$ cat src/rtl/cpa_pkg.sv
// cpa_pkg: shared types and constants for the chunk pool allocator
// no dependencies
package cpa_pkg;

   localparam int MAX_ENTRIES    = 256;
   localparam int KEY_BITS       = $clog2(MAX_ENTRIES);
   localparam int CNT_BITS       = KEY_BITS + 1;
   localparam int HEAP_ADDR_BITS = 16;
   localparam int BYTES_BITS     = 17;
   localparam int CLAMP_BITS     = 9;
   localparam int ENTRY_BITS     = 1 + HEAP_ADDR_BITS + BYTES_BITS;
   localparam int ADDR_BITS      = 4;

   typedef enum logic [1:0] {
      ST_OK     = 2'd0,
      ST_ZERO   = 2'd1,
      ST_FULL   = 2'd2,
      ST_BADKEY = 2'd3
   } status_type;

   typedef enum logic [1:0] {
      REG_CLUSTER = 2'd0,
      REG_SLACK   = 2'd1,
      REG_MAXNEW  = 2'd2
   } reg_index_type;

   typedef struct packed {
      logic                      free;
      logic [HEAP_ADDR_BITS-1:0] address;
      logic [BYTES_BITS-1:0]     bytes;
   } entry_type;

   typedef struct packed {
      logic                wr_en;
      logic [KEY_BITS-1:0] wr_addr;
      entry_type           wr_data;
      logic [KEY_BITS-1:0] rd_addr;
   } mem_req_type;

   typedef enum logic [3:0] {
      S_IDLE, S_SCAN_RD, S_SCAN_CHK, S_RELEASE_RD, S_RELEASE_WR,
      S_DIV, S_MUL, S_CHECK, S_CARVE, S_GRANT, S_RESP
   } state_type;

endpackage

$ cat src/rtl/cpa_divider.sv
// cpa_divider: restoring divider, one quotient bit per cycle
// depends on cpa_pkg
module cpa_divider (
   input  logic                           clock,
   input  logic                           reset,
   input  logic                           start,
   input  logic [cpa_pkg::BYTES_BITS-1:0] dividend,
   input  logic [cpa_pkg::BYTES_BITS-1:0] divisor,
   output logic                           done,
   output logic [cpa_pkg::BYTES_BITS-1:0] quotient
);
   import cpa_pkg::*;

   localparam int CW = $clog2(BYTES_BITS + 1);

   logic [BYTES_BITS-1:0] quo_ff, quo_in;
   logic [BYTES_BITS:0]   rem_ff, rem_in;
   logic [BYTES_BITS-1:0] div_ff, div_in;
   logic [CW-1:0]         cnt_ff, cnt_in;
   logic                  busy_ff, busy_in;
   logic                  done_ff, done_in;
   logic [BYTES_BITS:0]   trial;

   always_comb begin
      quo_in  = quo_ff;
      rem_in  = rem_ff;
      div_in  = div_ff;
      cnt_in  = cnt_ff;
      busy_in = busy_ff;
      done_in = 1'b0;
      trial   = {rem_ff[BYTES_BITS-1:0], quo_ff[BYTES_BITS-1]};
      if (start) begin
         quo_in  = dividend;
         rem_in  = '0;
         div_in  = divisor;
         cnt_in  = CW'(BYTES_BITS);
         busy_in = 1'b1;
      end else if (busy_ff) begin
         if (trial >= {1'b0, div_ff}) begin
            rem_in = trial - {1'b0, div_ff};
            quo_in = {quo_ff[BYTES_BITS-2:0], 1'b1};
         end else begin
            rem_in = trial;
            quo_in = {quo_ff[BYTES_BITS-2:0], 1'b0};
         end
         cnt_in = cnt_ff - 1'b1;
         if (cnt_ff == CW'(1)) begin
            busy_in = 1'b0;
            done_in = 1'b1;
         end
      end
   end

   always_ff @(posedge clock) begin
      if (reset) begin
         busy_ff <= 1'b0;
         done_ff <= 1'b0;
         cnt_ff  <= '0;
      end else begin
         busy_ff <= busy_in;
         done_ff <= done_in;
         cnt_ff  <= cnt_in;
      end
      quo_ff <= quo_in;
      rem_ff <= rem_in;
      div_ff <= div_in;
   end

   assign done     = done_ff;
   assign quotient = quo_ff;
endmodule

$ cat src/rtl/cpa_ctrl.sv
// cpa_ctrl: sequencer for scan, release and cluster carving
// depends on cpa_pkg and cpa_divider
module cpa_ctrl (
   input  logic                                clock,
   input  logic                                reset,
   input  logic                                req_valid,
   output logic                                req_ready,
   input  logic                                action,
   input  logic [cpa_pkg::BYTES_BITS-1:0]      request_bytes,
   input  logic [cpa_pkg::KEY_BITS-1:0]        release_key,
   output logic                                rsp_valid,
   input  logic                                rsp_ready,
   output cpa_pkg::status_type                 status,
   output logic [cpa_pkg::KEY_BITS-1:0]        chunk_key,
   output logic [cpa_pkg::HEAP_ADDR_BITS-1:0]  chunk_address,
   input  logic [cpa_pkg::BYTES_BITS-1:0]      cluster_bytes,
   input  logic [cpa_pkg::BYTES_BITS-1:0]      size_slack,
   input  logic [cpa_pkg::CLAMP_BITS-1:0]      chunk_clamp,
   output cpa_pkg::mem_req_type                mem_req,
   input  cpa_pkg::entry_type                  rd_data
);
   import cpa_pkg::*;

   localparam int HB = HEAP_ADDR_BITS + 1;
   localparam int SPAN_BITS = BYTES_BITS + CLAMP_BITS;

   state_type state_ff, state_in;
   logic [BYTES_BITS-1:0]     req_ff, req_in;
   logic [KEY_BITS-1:0]       key_ff, key_in;
   logic [CNT_BITS-1:0]       idx_ff, idx_in;
   logic [CNT_BITS-1:0]       count_ff, count_in;
   logic [HB-1:0]             top_ff, top_in;
   logic [BYTES_BITS-1:0]     rnd_ff, rnd_in;
   logic [CLAMP_BITS-1:0]     num_ff, num_in;
   logic [SPAN_BITS-1:0]      span_ff, span_in;
   logic [HEAP_ADDR_BITS-1:0] addr_ff, addr_in;
   logic                      rsp_valid_ff, rsp_valid_in;
   status_type                st_ff, st_in;
   logic [KEY_BITS-1:0]       okey_ff, okey_in;
   logic [HEAP_ADDR_BITS-1:0] oaddr_ff, oaddr_in;

   logic                  div_start, div_done;
   logic [BYTES_BITS-1:0] quotient;
   logic [BYTES_BITS:0]   rnd_wide;
   logic [BYTES_BITS:0]   diff;
   logic [CLAMP_BITS-1:0] clamp;
   logic [SPAN_BITS:0]    heap_end;
   logic                  req_take;

   cpa_divider u_div (
      .clock    (clock),
      .reset    (reset),
      .start    (div_start),
      .dividend (cluster_bytes),
      .divisor  (rnd_ff),
      .done     (div_done),
      .quotient (quotient)
   );

   always_comb begin
      state_in     = state_ff;
      req_in       = req_ff;
      key_in       = key_ff;
      idx_in       = idx_ff;
      count_in     = count_ff;
      top_in       = top_ff;
      rnd_in       = rnd_ff;
      num_in       = num_ff;
      span_in      = span_ff;
      addr_in      = addr_ff;
      rsp_valid_in = rsp_valid_ff;
      st_in        = st_ff;
      okey_in      = okey_ff;
      oaddr_in     = oaddr_ff;
      div_start    = 1'b0;
      mem_req      = '0;
      mem_req.rd_addr = idx_ff[KEY_BITS-1:0];
      rnd_wide     = ({1'b0, req_ff} + (BYTES_BITS+1)'(15)) & ~(BYTES_BITS+1)'('hF);
      diff         = {1'b0, rd_data.bytes} - {1'b0, req_ff};
      clamp        = (chunk_clamp == '0) ? CLAMP_BITS'(1) : chunk_clamp;
      heap_end     = (SPAN_BITS+1)'(top_ff) + (SPAN_BITS+1)'(span_ff);
      req_ready    = (state_ff == S_IDLE) && !rsp_valid_ff;
      req_take     = req_valid && req_ready;

      if (rsp_valid_ff && rsp_ready) begin
         rsp_valid_in = 1'b0;
      end

      case (state_ff)
         S_IDLE: begin
            if (req_take) begin
               req_in = request_bytes;
               key_in = release_key;
               idx_in = '0;
               if (action) begin
                  if (CNT_BITS'(release_key) >= count_ff) begin
                     st_in = ST_BADKEY;
                     state_in = S_RESP;
                  end else begin
                     state_in = S_RELEASE_RD;
                  end
               end else if (request_bytes == '0) begin
                  st_in = ST_ZERO;
                  state_in = S_RESP;
               end else if (request_bytes > BYTES_BITS'(65536)) begin
                  st_in = ST_FULL;
                  state_in = S_RESP;
               end else begin
                  state_in = S_SCAN_RD;
               end
            end
         end
         S_SCAN_RD: begin
            if (idx_ff >= count_ff) begin
               rnd_in = rnd_wide[BYTES_BITS-1:0];
               state_in = S_DIV;
            end else begin
               state_in = S_SCAN_CHK;
            end
         end
         S_SCAN_CHK: begin
            if (rd_data.free && (req_ff <= rd_data.bytes) &&
                (diff < {1'b0, size_slack})) begin
               mem_req.wr_en   = 1'b1;
               mem_req.wr_addr = idx_ff[KEY_BITS-1:0];
               mem_req.wr_data = rd_data;
               mem_req.wr_data.free = 1'b0;
               st_in    = ST_OK;
               okey_in  = idx_ff[KEY_BITS-1:0];
               oaddr_in = rd_data.address;
               state_in = S_RESP;
            end else begin
               idx_in   = idx_ff + 1'b1;
               state_in = S_SCAN_RD;
            end
         end
         S_RELEASE_RD: begin
            mem_req.rd_addr = key_ff;
            state_in = S_RELEASE_WR;
         end
         S_RELEASE_WR: begin
            mem_req.wr_en   = 1'b1;
            mem_req.wr_addr = key_ff;
            mem_req.wr_data = rd_data;
            mem_req.wr_data.free = 1'b1;
            st_in    = ST_OK;
            state_in = S_RESP;
         end
         S_DIV: begin
            // first cycle kicks the divider, idx all ones marks it running
            if (idx_ff != '1) begin
               div_start = 1'b1;
               idx_in    = '1;
            end else if (div_done) begin
               if (quotient == '0) begin
                  num_in = CLAMP_BITS'(1);
               end else if (quotient > BYTES_BITS'(clamp)) begin
                  num_in = clamp;
               end else begin
                  num_in = quotient[CLAMP_BITS-1:0];
               end
               state_in = S_MUL;
            end
         end
         S_MUL: begin
            span_in  = SPAN_BITS'(num_ff) * SPAN_BITS'(rnd_ff);
            state_in = S_CHECK;
         end
         S_CHECK: begin
            if ((CNT_BITS+1)'(count_ff) + (CNT_BITS+1)'(num_ff) >
                (CNT_BITS+1)'(MAX_ENTRIES) ||
                heap_end > (SPAN_BITS+1)'(1 << HEAP_ADDR_BITS)) begin
               st_in    = ST_FULL;
               state_in = S_RESP;
            end else begin
               idx_in   = count_ff;
               addr_in  = top_ff[HEAP_ADDR_BITS-1:0];
               okey_in  = count_ff[KEY_BITS-1:0];
               oaddr_in = top_ff[HEAP_ADDR_BITS-1:0];
               st_in    = ST_OK;
               state_in = S_CARVE;
            end
         end
         S_CARVE: begin
            // first chunk goes out taken, the rest free
            mem_req.wr_en   = 1'b1;
            mem_req.wr_addr = idx_ff[KEY_BITS-1:0];
            mem_req.wr_data.free    = (idx_ff != count_ff);
            mem_req.wr_data.address = addr_ff;
            mem_req.wr_data.bytes   = rnd_ff;
            addr_in = addr_ff + rnd_ff[HEAP_ADDR_BITS-1:0];
            idx_in  = idx_ff + 1'b1;
            if (idx_ff + 1'b1 == count_ff + CNT_BITS'(num_ff)) begin
               state_in = S_GRANT;
            end
         end
         S_GRANT: begin
            count_in = count_ff + CNT_BITS'(num_ff);
            top_in   = HB'(heap_end);
            state_in = S_RESP;
         end
         S_RESP: begin
            if (!rsp_valid_ff) begin
               rsp_valid_in = 1'b1;
               state_in = S_IDLE;
            end
         end
         default: state_in = S_IDLE;
      endcase
   end

   always_ff @(posedge clock) begin
      if (reset) begin
         state_ff     <= S_IDLE;
         rsp_valid_ff <= 1'b0;
         count_ff     <= '0;
         top_ff       <= '0;
      end else begin
         state_ff     <= state_in;
         rsp_valid_ff <= rsp_valid_in;
         count_ff     <= count_in;
         top_ff       <= top_in;
      end
      req_ff   <= req_in;
      key_ff   <= key_in;
      idx_ff   <= idx_in;
      rnd_ff   <= rnd_in;
      num_ff   <= num_in;
      span_ff  <= span_in;
      addr_ff  <= addr_in;
      st_ff    <= st_in;
      // key and address start at zero for each new transaction
      okey_ff  <= req_take ? '0 : okey_in;
      oaddr_ff <= req_take ? '0 : oaddr_in;
   end

   assign rsp_valid     = rsp_valid_ff;
   assign status        = st_ff;
   assign chunk_key     = okey_ff;
   assign chunk_address = oaddr_ff;

   a_count_bound: assert property (@(posedge clock) disable iff (reset)
      count_ff <= CNT_BITS'(MAX_ENTRIES))
      else $error("entry count beyond table");
   a_ready_idle: assert property (@(posedge clock) disable iff (reset)
      req_ready |-> (state_ff == S_IDLE))
      else $error("ready outside idle");
   a_count_grow: assert property (@(posedge clock) disable iff (reset)
      (count_ff != $past(count_ff)) |-> ($past(state_ff) == S_GRANT))
      else $error("entry count changed outside grant");
   a_err_zero: assert property (@(posedge clock) disable iff (reset)
      (rsp_valid_ff && st_ff != ST_OK) |-> (okey_ff == '0 && oaddr_ff == '0))
      else $error("error result carries key or address");
endmodule

$ cat config.mk
export PLATFORM = sky130hd
export DESIGN_NAME = cpa_ctrl
export DESIGN_NICKNAME = d
export VERILOG_FILES = /design/src/rtl/cpa_pkg.sv /design/src/rtl/cpa_divider.sv /design/src/rtl/cpa_ctrl.sv
export SDC_FILE = /design/constraint.sdc
export NUM_CORES = 1
export LEC_CHECK = 0
export BUFFER_PORTS_ARGS = -buffer_cell sky130_fd_sc_hd__buf_2
export CORE_MARGIN = 4
export CORE_UTILIZATION = 49
export DETAILED_ROUTE_END_ITERATION = 10
export PLACE_DENSITY = 0.7
export SYNTH_ARGS = -nofsm -noshare
export SYNTH_HDL_FRONTEND = slang
export SYNTH_SLANG_ARGS = --single-unit
$ cat constraint.sdc
create_clock -name clock -period 8.9 [get_ports clock]
set_clock_uncertainty 0.1 [all_clocks]
set_input_delay 0.445 -clock clock [delete_from_list [all_inputs] [get_ports clock]]
set_output_delay 0.445 -clock clock [all_outputs]
set_load 0.01 [all_outputs]
== Yosys cells after proc, flatten, opt, wreduce, memory -nomap -nowiden ==
Cells that the tools add are included.
Storage, ports and cells
  flip-flop bits (word level): 205
  latch bits: 0
  bits in writable memories: 0
  bits in read-only memories: 0
  input bits: 107
  output and inout bits: 79
  logic and storage cells: 147
  memories kept: 0
Operators by class
  add/sub/neg operators: 9
  multipliers: 1
  div/mod/pow operators: 0
  order comparisons: 9
  equality and inequality tests: 25
  shifts and indexed selects: 0
  mux-type cells: 53
  bitwise logic cells: 2
  reduce and logical (&&, ||, !) cells: 27
Operators with widths (count)
  $pmux W43 S3: 1
  $pmux W16 S2: 2
  $mux W9: 6
  $mux W17: 3
  $pmux W9 S5: 1
  $mux W43: 1
  $mux W4: 10
  $pmux W4 S10: 1
  $logic_not A17 Y1: 2
  $mux W16: 2
  $add A17 B26 Y27: 1
  $gt A27 B17 Y1 const B: 1
  $mux W8: 3
  $mul A9 B13 Y22: 1
  $ge A18 B17 Y1: 1
  $lt A18 B17 Y1: 1
  $sub A17 B17 Y18: 1
  $add A17 B4 Y17 const B: 1
  $gt A17 B17 Y1 const B: 1
  $gt A17 B9 Y1: 1
  $le A17 B17 Y1: 1
  $sub A17 B17 Y17: 1
  $add A16 B16 Y16: 1
  $eq A4 B3 Y1 const B: 4
  other kinds (38): 78

== Depth between registers and ports, before layout ==
  word-level depth: 6
  depth in mapped cells: 23
  mapped depth without buffers: 20

== Hierarchy ==
A second synthesis with hierarchy kept.
Second synthesis, totals
  cell total of the unflattened synthesis: 1908
  area total of the unflattened synthesis: 17365.4 µm²
Modules (own cells, without submodules)
  cpa_ctrl: instances 1, cells each 1605, area each 14172.3 µm², sequential area each 3783.6 µm²
  cpa_divider: instances 1, cells each 303, area each 3193.1 µm², sequential area each 1501.4 µm²

== Worst setup path after synthesis ==
No wires, ideal clock.
  kind: input -> output
  start: input port rd_data[1] in the netlist's numbering
  end: output port mem_req[12] in the netlist's numbering
  arrival: 4.886 ns
  data required time: 8.355 ns
  slack: 3.469 ns
  stages: 21
  buffers on the path: 3
  cells stage by stage: ha_1 > nor2b_1 > o31a_1 > o41a_1 > a221o_1 > a21o_1 > a21oi_1 > o21bai_1 > a21oi_1 > xnor2_1 > ha_1 > a211o_1 > a211o_1 > a211o_1 > o2111ai_1 > and4_1 > clkbuf_1 > or2_1 > clkbuf_1 > clkbuf_1 > a22o_1
RTL lines
  start: declaration: RTL line cpa_ctrl.sv:20  | input cpa_pkg::entry_type rd_data
  end: declaration: RTL line cpa_ctrl.sv:19  | output cpa_pkg::mem_req_type mem_req,

==> run metrics <==
number of synthesis warnings 0; critical path peak fanout 34; Reg2Reg Depth 20; GPL Wtd Cong slightly above 0.9; Port-buffer cells around 190; main area contributors after synthesis edfxtp_1 (22%), ha_1 (11%), fa_1 (10%); most frequent cells after synthesis nand2_1 (233), inv_1 (206), ha_1 (152), edfxtp_1 (122), a21oi_1 (115); total negative slack 0 ns; vias per cell 5.751; Critical Path Sink Type output port; DIE WIDTH 192.3 µm; CP Launch Type flip-flop; DR DRC count 0; Cell Rows 67; RR Startpoint req_ff[1]$_DFFE_PP_; first-pass GRT wire length 71500 µm; Slew HR between 10% and 20%; Setup Slack @ Placement 2.441 ns; most used cell, CP a211o_1; Synthesized Nets ~2.2k; 1st-iter DRT viols 1070; antenna cells 0; vias in the first global route 14.01k; HP Class in -> reg; Global Route Usage Sum 23.93%; Main synth FF type edfxtp_1; CP bufs+invs 2; worst path arrival time 6.32 ns; DP Area between 15000 and 20000 µm²; reg-to-reg slack, setup 2.82 ns; Top Ports 186; H-tree levels 4; Pre-antenna DRT Iters 7; GRT overflow 0; post-CTS setup buffers 0; Tmin final between 6 and 7 ns; Yosys top cell area share 22.01%; Avg Inst Size Synth around 9.0 µm²; post_cts resized 0; Critical path destination mem_req[24]; crit path cell chain inv_1 -> ha_1 -> nor2b_1 -> o31a_1 -> o41a_1 -> a221o_1 -> a21o_1 -> a21oi_1 -> o21bai_1 -> a21oi_1 -> xnor2_1 -> ha_1 -> a211o_1 -> a211o_1 -> a211o_1 -> o2111ai_1 -> and4_1 -> or2_1 -> a22o_1 -> buf_2; wire length per cell 17.86 µm; final hold vios 0; Post-Route WL between 40000 and 50000 µm; share of cells above drive strength 1 13.97%; sequential share of the synthesized area 31.03%; # hold bufs at CTS 0; setup ws final roughly 2.0 ns; Yosys reg bits between 150 and 200; final worst-path cycle share approximately 77%; design area around 19000 µm²; status complete, no violations; hpwl dp 33460 µm; critical path depth 20; Critical Path Max Stage Delay 0.94 ns; starting density of the core around half; Fillers 3099; NumNets Final 2334; PD cells a little under 300 nW/µm²; clk buf depth 2; maximum VDD drop 0.1990 mV; R2R Path End state_ff[3]$_SDFFE_PP0P_; most frequent cell after synthesis nand2_1; CP startpoint req_ff[1]$_DFFE_PP_; clock sink count about 200; Post-synth EDFFs 122; max-cap violations 0; TritonCTS buffer count 17; CP max stage cell or2_1; RSZ-0062 raised after global routing no; Clock Tree Root clkbuf_16; Worst-path clk slew 0.08 ns; core footprint around 34000 µm²; Vert. Die Dim 192.3 µm; FMAX 0.1456 GHz; mapped cell area 16640 µm²; area delta synth->final 11.46%; Static Leakage between 8 and 9 nW; Setup violations, final 0; Syn Inst Count between 1.5k and 2k; WS Path Type reg -> out; delay-heaviest family, CP compound AO/OA/AOI/OAI gates; post-synth top area cell edfxtp_1; largest net degree at the start of global routing 43; initial antenna violation count 0; Netlist cell types 79; routed via count approximately 14k; Clk Latency, worst-skew pair about 0.45 ns; Slew @ Worst Pin roughly 1.2 ns; CTS tree built; Slew Viols, Final 0; ANT nets after route 0; ys async rst share 0%; WP data required 8.36 ns; die area 36980 µm²
-- through the flow --
stage	hold slack (ns)	util (%)	total power, mW	instances
floorplan	0.3244	-	3.739	1849
global placement	0.3515	53.59	4.454	2421
detailed placement	0.3615	53.59	4.545	2421
CTS	0.06767	55.32	5.335	2453
global route	0.06159	55.32	5.806	2453
finish	0.08405	55.32	5.349	2453
-- flip-flops by register name (all words and copies together), names as in the netlist, 8 cells and up --
signal / count
req_ff: 17
span_ff: 22
chunk_address: 16
u_div.quotient: 17
key_ff: 8
idx_ff: 9
chunk_key: 8
top_ff: 13
u_div.rem_ff: 17
rnd_ff: 13
num_ff: 9
u_div.div_ff: 13
count_ff: 9
addr_ff: 12
-- cells by family after synthesis --
group	count (synthesis)	synth area share, %
mux	45	2.819
xor+xnor	93	4.984
buf+inv	285	6.525
fa+ha+maj	235	21.41
flops	197	31.03
compound gates	405	16.23
simple gates	589	17.00
-- area by class of cell --
class                      count  area (µm²)  share of cell area, %
sequential                   197        5165                  27.84
clock inverter                11       108.9                 0.5868
timing repair buffer         203        1061                  5.719
inverter                     206       773.2                  4.168
multi-input combinational   1367       10410                  56.12
tap                          448       560.5                  3.022
clock buffer                  21       471.7                  2.543
-- layout by cell type, fill, tap and decap left out, types with 64 or more instances in the layout --
cell type	instances
nand2_1	233
inv_1	206
buf_2	185
ha_1	152
edfxtp_1	122
a21oi_1	115
nor2_1	111
fa_1	83
dfxtp_1	75
o21ai_0	64
-- power breakdown --
part / switching (mW) / internal, mW
sequential: 0.215 / 1.28
combinational: 1.77 / 1.31
clock: 0.375 / 0.396
total: 2.36 / 2.99
-- worst min-delay path by stage --
| stage | from | endpoint | slack, ns | cells past startpoint |
|---|---|---|---|---|
| global route | request_bytes[8] | req_ff[8]$_DFFE_PP_ | 0.06 | 1 |
| CTS | request_bytes[8] | req_ff[8]$_DFFE_PP_ | 0.07 | 1 |
| finish | request_bytes[8] | req_ff[8]$_DFFE_PP_ | 0.08 | 1 |
| global placement | chunk_address[8]$_SDFFE_PP0P_ | chunk_address[8]$_SDFFE_PP0P_ | 0.35 | 2 |
| floorplan | rnd_ff[16]$_DFFE_PP_ | u_div.div_ff[16]$_DFFE_PP_ | 0.32 | 0 |
| detailed placement | chunk_key[5]$_SDFFE_PP0P_ | chunk_key[5]$_SDFFE_PP0P_ | 0.36 | 2 |
-- metal layers --
metal  routed length (µm)  share of wire [%]  GRT usage [%]
met1                18960                 43          32.47
met2                21140                 48          40.53
met3                 2652                6.1          2.768
met4                 1073                2.4          7.021
met5                    0                  0              0
Note: power is estimated with default switching activity, not from simulation.
